==> src/hdl/nte_pkg.sv <==
// Package for the nested TLV group encoder: sizes, operation and status codes,
// and the result record. No dependencies.
`default_nettype none

package nte_pkg;

    localparam int BUFFER_BYTES = 4096;
    localparam int MAX_NESTING  = 8;

    localparam int FILL_W    = $clog2(BUFFER_BYTES + 1);
    localparam int OFFSET_W  = $clog2(BUFFER_BYTES);
    localparam int DEPTH_W   = $clog2(MAX_NESTING + 1);
    localparam int STK_IDX_W = (MAX_NESTING > 1) ? $clog2(MAX_NESTING) : 1;

    localparam int OP_W     = 3;
    localparam int VALUE_W  = 32;
    localparam int TAG_W    = 8;
    localparam int WADDR_W  = 12;
    localparam int BYTE_W   = 8;
    localparam int STATUS_W = 2;
    localparam int GROUPS_W = 4;

    // up to five bytes per transaction: tag plus four length bytes
    localparam int BURST_BYTES = 5;
    localparam int BURST_W     = BURST_BYTES * BYTE_W;
    localparam int LEFT_W      = $clog2(BURST_BYTES + 1);
    localparam int LEN_BYTES   = 4;

    localparam logic [OP_W-1:0] OP_PUT_BYTE = 3'd0;
    localparam logic [OP_W-1:0] OP_PUT_HALF = 3'd1;
    localparam logic [OP_W-1:0] OP_PUT_WORD = 3'd2;
    localparam logic [OP_W-1:0] OP_OPEN     = 3'd3;
    localparam logic [OP_W-1:0] OP_CLOSE    = 3'd4;

    localparam logic [STATUS_W-1:0] ST_OK        = 2'd0;
    localparam logic [STATUS_W-1:0] ST_NO_GROUP  = 2'd1;
    localparam logic [STATUS_W-1:0] ST_NEST_FULL = 2'd2;
    localparam logic [STATUS_W-1:0] ST_BUF_FULL  = 2'd3;

    typedef struct packed {
        logic                write_enable;
        logic [WADDR_W-1:0]  write_address;
        logic [BYTE_W-1:0]   write_byte;
        logic                last;
        logic [STATUS_W-1:0] status;
        logic [GROUPS_W-1:0] groups_open;
    } t_result;

endpackage

`default_nettype wire

==> src/hdl/nte_if.sv <==
// Valid/ready channel interfaces for the nested TLV group encoder.
// Depends on nte_pkg for field widths.
`default_nettype none

interface nte_item_if;
    logic                        valid;
    logic                        ready;
    logic [nte_pkg::OP_W-1:0]    operation;
    logic [nte_pkg::VALUE_W-1:0] value;
    logic [nte_pkg::TAG_W-1:0]   tag;

    modport source (output valid, output operation, output value, output tag, input ready);
    modport sink   (input valid, input operation, input value, input tag, output ready);
endinterface

interface nte_result_if;
    logic                         valid;
    logic                         ready;
    logic                         write_enable;
    logic [nte_pkg::WADDR_W-1:0]  write_address;
    logic [nte_pkg::BYTE_W-1:0]   write_byte;
    logic                         last;
    logic [nte_pkg::STATUS_W-1:0] status;
    logic [nte_pkg::GROUPS_W-1:0] groups_open;

    modport source (output valid, output write_enable, output write_address,
                    output write_byte, output last, output status,
                    output groups_open, input ready);
    modport sink   (input valid, input write_enable, input write_address,
                    input write_byte, input last, input status,
                    input groups_open, output ready);
endinterface

`default_nettype wire

==> src/hdl/nested_tlv_group_encoder_unit.sv <==
// Nested TLV group encoder: turns byte, word and group transactions into byte writes.
// Path: an accepted transaction's results pass through the burst register and then the
// output register before they are valid on o_result.
// Throughput: one result per cycle while the output is not stalled; the burst register
// gives 1 result for a byte, an error or an ignored operation, else 2, 4 or 5.
// Reset (synchronous, active low) clears the fill pointer, group count and valids.
// Depends on nte_pkg and nte_if.
`default_nettype none

module nested_tlv_group_encoder_unit (
    input  wire        i_clk,
    input  wire        i_rst_n,
    nte_item_if.sink   i_item,
    nte_result_if.source o_result
);
    import nte_pkg::*;

    // state
    logic [FILL_W-1:0]   r_fill;
    logic [DEPTH_W-1:0]  r_count;
    logic [OFFSET_W-1:0] r_stack [MAX_NESTING];

    // burst register: results of the transaction in progress
    logic                r_b_valid;
    logic [LEFT_W-1:0]   r_b_left;
    logic [WADDR_W-1:0]  r_b_addr;
    logic [BURST_W-1:0]  r_b_bytes;
    logic                r_b_we;
    logic [STATUS_W-1:0] r_b_status;
    logic [GROUPS_W-1:0] r_b_groups;

    // output register
    logic    r_o_valid;
    t_result r_o;

    logic b_advance, b_final, accept;

    logic [LEFT_W-1:0]    need_n;
    logic                 room;
    logic [STK_IDX_W-1:0] top_idx;
    logic [OFFSET_W-1:0]  top_base;
    logic [FILL_W-1:0]    len_value;
    logic [DEPTH_W-1:0]   count_dec;

    logic [LEFT_W-1:0]   n_left;
    logic [WADDR_W-1:0]  n_addr;
    logic [BURST_W-1:0]  n_bytes;
    logic                n_we;
    logic [STATUS_W-1:0] n_status;
    logic [FILL_W-1:0]   n_fill;
    logic [DEPTH_W-1:0]  n_count;
    logic                push;

    assign b_advance = r_b_valid && (!r_o_valid || o_result.ready);
    assign b_final   = (r_b_left == LEFT_W'(1));
    assign i_item.ready = !r_b_valid || (b_advance && b_final);
    assign accept    = i_item.valid && i_item.ready;

    always_comb begin
        case (i_item.operation)
            OP_PUT_BYTE: need_n = LEFT_W'(1);
            OP_PUT_HALF: need_n = LEFT_W'(2);
            OP_PUT_WORD: need_n = LEFT_W'(4);
            OP_OPEN:     need_n = LEFT_W'(BURST_BYTES);
            default:     need_n = LEFT_W'(LEN_BYTES);
        endcase
    end

    assign room       = ({1'b0, r_fill} + (FILL_W + 1)'(need_n)) <= (FILL_W + 1)'(BUFFER_BYTES);
    assign count_dec  = r_count - DEPTH_W'(1);
    assign top_idx    = count_dec[STK_IDX_W-1:0];
    assign top_base   = r_stack[top_idx];
    assign len_value  = r_fill - FILL_W'(top_base) - FILL_W'(LEN_BYTES);

    always_comb begin
        n_left   = LEFT_W'(1);
        n_addr   = '0;
        n_bytes  = '0;
        n_we     = 1'b0;
        n_status = ST_OK;
        n_fill   = r_fill;
        n_count  = r_count;
        push     = 1'b0;
        case (i_item.operation)
            OP_PUT_BYTE, OP_PUT_HALF, OP_PUT_WORD: begin
                if (!room) begin
                    n_status = ST_BUF_FULL;
                end else begin
                    n_we   = 1'b1;
                    n_left = need_n;
                    n_addr = WADDR_W'(r_fill);
                    n_fill = r_fill + FILL_W'(need_n);
                    // most significant byte leads
                    case (i_item.operation)
                        OP_PUT_BYTE: n_bytes = {i_item.value[7:0], 32'd0};
                        OP_PUT_HALF: n_bytes = {i_item.value[15:0], 24'd0};
                        default:     n_bytes = {i_item.value, 8'd0};
                    endcase
                end
            end
            OP_OPEN: begin
                if (r_count >= DEPTH_W'(MAX_NESTING)) begin
                    n_status = ST_NEST_FULL;
                end else if (!room) begin
                    n_status = ST_BUF_FULL;
                end else begin
                    n_we    = 1'b1;
                    n_left  = LEFT_W'(BURST_BYTES);
                    n_addr  = WADDR_W'(r_fill);
                    n_bytes = {i_item.tag, 32'd0};
                    n_fill  = r_fill + FILL_W'(BURST_BYTES);
                    n_count = r_count + DEPTH_W'(1);
                    push    = 1'b1;
                end
            end
            OP_CLOSE: begin
                if (r_count == '0) begin
                    n_status = ST_NO_GROUP;
                end else begin
                    // backpatch the length field of the innermost group
                    n_we    = 1'b1;
                    n_left  = LEFT_W'(LEN_BYTES);
                    n_addr  = WADDR_W'(top_base);
                    n_bytes = {32'(len_value), 8'd0};
                    n_count = count_dec;
                end
            end
            default: begin
            end
        endcase
    end

    always_ff @(posedge i_clk) begin
        if (!i_rst_n) begin
            r_fill  <= '0;
            r_count <= '0;
        end else if (accept) begin
            r_fill  <= n_fill;
            r_count <= n_count;
        end
    end

    // offset of the length field, just past the tag byte
    always_ff @(posedge i_clk) begin
        if (accept && push) begin
            r_stack[r_count[STK_IDX_W-1:0]] <= OFFSET_W'(r_fill + FILL_W'(1));
        end
    end

    always_ff @(posedge i_clk) begin
        if (!i_rst_n) begin
            r_b_valid <= 1'b0;
        end else if (accept) begin
            r_b_valid <= 1'b1;
        end else if (b_advance && b_final) begin
            r_b_valid <= 1'b0;
        end
    end

    always_ff @(posedge i_clk) begin
        if (accept) begin
            r_b_left   <= n_left;
            r_b_addr   <= n_addr;
            r_b_bytes  <= n_bytes;
            r_b_we     <= n_we;
            r_b_status <= n_status;
            r_b_groups <= GROUPS_W'(n_count);
        end else if (b_advance) begin
            r_b_left  <= r_b_left - LEFT_W'(1);
            r_b_addr  <= r_b_addr + WADDR_W'(1);
            r_b_bytes <= {r_b_bytes[BURST_W-BYTE_W-1:0], {BYTE_W{1'b0}}};
        end
    end

    always_ff @(posedge i_clk) begin
        if (!i_rst_n) begin
            r_o_valid <= 1'b0;
        end else if (b_advance) begin
            r_o_valid <= 1'b1;
        end else if (o_result.ready) begin
            r_o_valid <= 1'b0;
        end
    end

    always_ff @(posedge i_clk) begin
        if (b_advance) begin
            r_o.write_enable  <= r_b_we;
            r_o.write_address <= r_b_addr;
            r_o.write_byte    <= r_b_bytes[BURST_W-1 -: BYTE_W];
            r_o.last          <= b_final;
            r_o.status        <= r_b_status;
            r_o.groups_open   <= r_b_groups;
        end
    end

    assign o_result.valid         = r_o_valid;
    assign o_result.write_enable  = r_o.write_enable;
    assign o_result.write_address = r_o.write_address;
    assign o_result.write_byte    = r_o.write_byte;
    assign o_result.last          = r_o.last;
    assign o_result.status        = r_o.status;
    assign o_result.groups_open   = r_o.groups_open;

    // an error transaction writes nothing and ends at once
    a_error_no_write: assert property (@(posedge i_clk) disable iff (!i_rst_n)
        (r_o_valid && r_o.status != ST_OK) |-> (!r_o.write_enable && r_o.last))
        else $error("error result carries a write");

    // no new transaction while a multi-byte burst still has more than one result
    a_burst_blocks: assert property (@(posedge i_clk) disable iff (!i_rst_n)
        (r_b_valid && !b_final) |-> !i_item.ready)
        else $error("input accepted during a burst");

    a_fill_bound: assert property (@(posedge i_clk) disable iff (!i_rst_n)
        (r_fill <= FILL_W'(BUFFER_BYTES)) && (r_count <= DEPTH_W'(MAX_NESTING)))
        else $error("fill pointer or group count out of range");

    // a burst only drains while it can move into the output register
    a_drain_holds: assert property (@(posedge i_clk) disable iff (!i_rst_n)
        (r_b_valid && r_o_valid && !o_result.ready && !accept) |=>
            (r_b_valid && $stable(r_b_left)))
        else $error("burst advanced into a stalled output");

endmodule

`default_nettype wire

==> src/flat_wrapper.sv <==
// flat-port wrapper written by rule: the top's interface ports become plain ports
module nested_tlv_group_encoder_unit_flat import nte_pkg::*;
  (i_clk, i_rst_n, i_item_valid, i_item_operation, i_item_value, i_item_tag, i_item_ready, o_result_valid, o_result_write_enable, o_result_write_address, o_result_write_byte, o_result_last, o_result_status, o_result_groups_open, o_result_ready);
  nte_item_if i_item_i ();
  nte_result_if o_result_i ();
  input  wire i_clk;
  input  wire i_rst_n;
  input wire logic [$bits(i_item_i.valid)-1:0] i_item_valid;
  input wire logic [$bits(i_item_i.operation)-1:0] i_item_operation;
  input wire logic [$bits(i_item_i.value)-1:0] i_item_value;
  input wire logic [$bits(i_item_i.tag)-1:0] i_item_tag;
  output wire logic [$bits(i_item_i.ready)-1:0] i_item_ready;
  output wire logic [$bits(o_result_i.valid)-1:0] o_result_valid;
  output wire logic [$bits(o_result_i.write_enable)-1:0] o_result_write_enable;
  output wire logic [$bits(o_result_i.write_address)-1:0] o_result_write_address;
  output wire logic [$bits(o_result_i.write_byte)-1:0] o_result_write_byte;
  output wire logic [$bits(o_result_i.last)-1:0] o_result_last;
  output wire logic [$bits(o_result_i.status)-1:0] o_result_status;
  output wire logic [$bits(o_result_i.groups_open)-1:0] o_result_groups_open;
  input wire logic [$bits(o_result_i.ready)-1:0] o_result_ready;
  assign i_item_i.valid = i_item_valid;
  assign i_item_i.operation = i_item_operation;
  assign i_item_i.value = i_item_value;
  assign i_item_i.tag = i_item_tag;
  assign i_item_ready = i_item_i.ready;
  assign o_result_valid = o_result_i.valid;
  assign o_result_write_enable = o_result_i.write_enable;
  assign o_result_write_address = o_result_i.write_address;
  assign o_result_write_byte = o_result_i.write_byte;
  assign o_result_last = o_result_i.last;
  assign o_result_status = o_result_i.status;
  assign o_result_groups_open = o_result_i.groups_open;
  assign o_result_i.ready = o_result_ready;
  nested_tlv_group_encoder_unit u_core (.i_clk(i_clk), .i_rst_n(i_rst_n), .i_item(i_item_i), .o_result(o_result_i));
endmodule
==> config.mk <==
export PLATFORM = sky130hd
export DESIGN_NAME = nested_tlv_group_encoder_unit_flat
export DESIGN_NICKNAME = d
export VERILOG_FILES = /design/src/hdl/nte_pkg.sv /design/src/hdl/nte_if.sv /design/src/hdl/nested_tlv_group_encoder_unit.sv /design/src/flat_wrapper.sv
export SDC_FILE = /design/constraint.sdc
export NUM_CORES = 1
export LEC_CHECK = 0
export BUFFER_PORTS_ARGS = -buffer_cell sky130_fd_sc_hd__buf_2
export CORE_MARGIN = 1.5
export CORE_UTILIZATION = 55
export CTS_CLUSTER_SIZE = 25
export DETAILED_ROUTE_END_ITERATION = 10
export HOLD_SLACK_MARGIN = 0.08
export PLACE_DENSITY = 0.82
export REMOVE_ABC_BUFFERS = 1
export SYNTH_ARGS = -nofsm -noshare
export SYNTH_HDL_FRONTEND = slang
export SYNTH_SLANG_ARGS = --single-unit
==> constraint.sdc <==
create_clock -name i_clk -period 6.7 [get_ports i_clk]
set_clock_uncertainty 0.2 [all_clocks]
set_input_delay 0.335 -clock i_clk [delete_from_list [all_inputs] [get_ports i_clk]]
set_output_delay 0.335 -clock i_clk [all_outputs]
set_load 0.02 [all_outputs]
==> impl_metrics.tcl <==
set metrics [dict create \
    run_status "finished clean" \
    ys_async_sr_fraction 0 \
    areaGrowthSynthToFinish_pct 15.0 \
    critPathTopFamily "adder cells" \
    synthFlopType "edfxtp_1" \
    grt_pass1_wl_um 35200 \
    finalMaxSlewViolations 0 \
    tightest_slew_ns 1.30 \
    via_per_inst 6.22 \
    cp.buffers_inverters 2 \
    gp_congestion 0.845 \
    worst_path_max_delay_cell "ha_1" \
    num_vias 6806 \
    ir_drop_uv 195 \
    drtIter0Drc 782 \
    synth_top_area_frac 0.545 \
    port_buffers 76 \
    setup.worst_path.class "register to register" \
    hold_viol_final 0 \
    path_cells "inv_1 > ha_1 > mux4_2 > mux2_2 > ha_1 > inv_1 > ha_1 > a21o_1 > a21oi_1 > nor2b_1 > nor2_1 > o21ai_0 > a31oi_1 > a21oi_1 > xnor2_1 > o21ai_0" \
    worstPathRequired_ns 6.67 \
    slowest_delay_ns 1.16 \
    rsz0062_at_grt "no" \
    post-route-drc-count 0 \
    nNetsFinal 942 \
    crit_path_frequent_cell "ha_1" \
    cts_sinks 197 \
    numCtsBuffers 17 \
    initial_core_util 0.565 \
    ctsHoldBuffers 25 \
    post-route-min-period_ns 5.51 \
    syn_inst 766 \
    cts_tree "yes" \
    worst-path-stages 16 \
    final_common_cell "edfxtp_1" \
    slew_headroom 0.129 \
    antenna_left 0 \
    final_cell_mix "edfxtp_1, buf_2, nor2_1, inv_1, nand2_1" \
    path_clk_slew_ns 0.08 \
    holdWs_ns 0.103 \
    finalWirelength_um 22500 \
    clockBufferDepth 2 \
    fmax_mhz 181 \
    ys_types 62 \
    root_buffer "clkbuf_16" \
    grt_max_degree 48 \
    start_kind "register" \
    post-synth-top-area-cell "edfxtp_1" \
    p_leak_nw 4.23 \
    grt_use_total 0.255 \
    die_width_um 136 \
    min_path_cells 3 \
    yosys_warnings 0 \
    rr_worst_depth 16 \
    clk_latency_ns 0.44 \
    critical_path_arrival_ns 5.49 \
    firstDrtPassIters 6 \
    grt-ovfl-total 0 \
    synth.cell_area_um2 9800 \
    antenna_found_initial 0 \
    dieArea_um2 18600 \
    finalSetupViolations 0 \
    drt-wirelength-per-cell_um 20.5 \
    synth-edff-count 178 \
    grt_pass1_vias 6616 \
    antenna_cells 0 \
    finalSetupTns_ns 0 \
    core-area_um2 17400 \
    ys_seq_area_frac 0.584 \
    fin_crit_sh 0.823 \
    cp-end-kind "register" \
    synthTopCellsByArea "edfxtp_1, mux4_2, ha_1, dfxtp_1, xnor2_1" \
    cap_viol_max_count 0 \
    ctsResizeCount 0 \
    layout-drive-gt1-share 0.198 \
    htree_levels 4 \
    cts_setup_buffers 0 \
    rows 48 \
    critPathMaxFanout 29 \
    pin_count 77 \
    min_path_type "input pin to register" \
    ys_seq_elements 197 \
    power_density_nw_per_um2 257 \
    synth_area_per_cell_um2 12.8 \
    die_h_um 136 \
    dp_hpwl_um 14800 \
    total_power_mw 2.90 \
]
layer usage:
layer  GRT usage  wire length (um)
met4       0.104               614
met3      0.0518              1840
met5           0                 0
met2       0.426             11200
met1       0.324              8780
worst reg2reg max path, cell delays in order (launching register included):
cell	delay [ns]
dfxtp_1	0.53
inv_1	0.19
ha_1	1.16
mux4_2	0.45
mux2_2	0.32
ha_1	0.33
inv_1	0.05
ha_1	0.28
a21o_1	0.16
a21oi_1	0.22
nor2b_1	0.07
nor2_1	0.15
o21ai_0	0.17
a31oi_1	0.28
a21oi_1	0.12
xnor2_1	0.41
o21ai_0	0.16
kinds of logic (layout without fill, tap and decap cells):
group | after synthesis | in the layout | synth area share
compound gates | 128 | 128 | 0.0923
xor+xnor | 50 | 50 | 0.0447
fa+ha+maj | 38 | 38 | 0.0501
buf+inv | 102 | 206 | 0.0414
flops | 197 | 197 | 0.584
mux | 47 | 47 | 0.0813
simple gates | 204 | 204 | 0.106
registers in the layout, indices dropped and copies added, names as in the netlist:
name and flops:
u_core.o_result.groups_open 4, u_core.r_count 4, u_core.r_b_status 2, u_core.r_b_valid 1, u_core.r_b_we 1, u_core.o_result.write_enable 1
u_core.r_stack 96, u_core.o_result.write_address 12, u_core.o_result.status 2, u_core.o_result.last 1, u_core.o_result.valid 1, u_core.r_b_left 3
u_core.r_b_addr 12, u_core.r_b_groups 4, u_core.r_fill 13, u_core.o_result.write_byte 8, u_core.r_b_bytes 32
final timing paths:
check,to,slack (ns),start
worst max-delay path,u_core.r_b_bytes[20],1.19,u_core.r_count[1]
worst min-delay path,u_core.r_b_bytes[12],0.10,i_item_value[4]
worst max register to register,u_core.r_b_bytes[20],1.19,u_core.r_count[1]
worst min register to register,u_core.o_result.groups_open[3],0.22,u_core.r_b_groups[3]
cell usage after synthesis (all sizes together), types with 4 or more instances:
cell,instances
nand2b,5
mux2i,12
a221o,13
a21o,6
nor2,57
nor3,16
edfxtp,178
xor2,10
a22oi,6
clkbuf,31
ha,36
a21oi,33
o21ai,22
a222oi,9
or3,6
dfxtp,19
a21boi,6
nor2b,4
nand2,53
and2,11
nor4,12
mux4,24
nand3,11
inv,57
xnor2,40
and3,13
buf,11
o22ai,4
mux2,11
nand4,7
layout make-up:
type	count	area [um^2]
Inverter	60	225
Clock inverter	15	209
Fill cell	1185	6090
Multi-Input combinational cell	467	3670
Clock buffer	17	425
Timing Repair Buffer	114	728
Sequential cell	197	5730
Tap cell	225	282
power by group:
group / internal, mW / switching, mW
clock network: 0.575 / 0.501
registers: 1.43 / 0.0406
logic: 0.141 / 0.211
through the flow:
step,util,std cells,area (um^2),setup slack (ns)
after global routing,0.649,1095,11300,0.933
after floorplan,-,724,9620,0.900
after CTS,0.649,1095,11300,1.34
final,0.649,1095,11300,1.19
after detailed placement,0.598,1038,10400,1.39
after global placement,0.598,1038,10400,1.51
No activity file was read; power rests on OpenSTA's default activity.
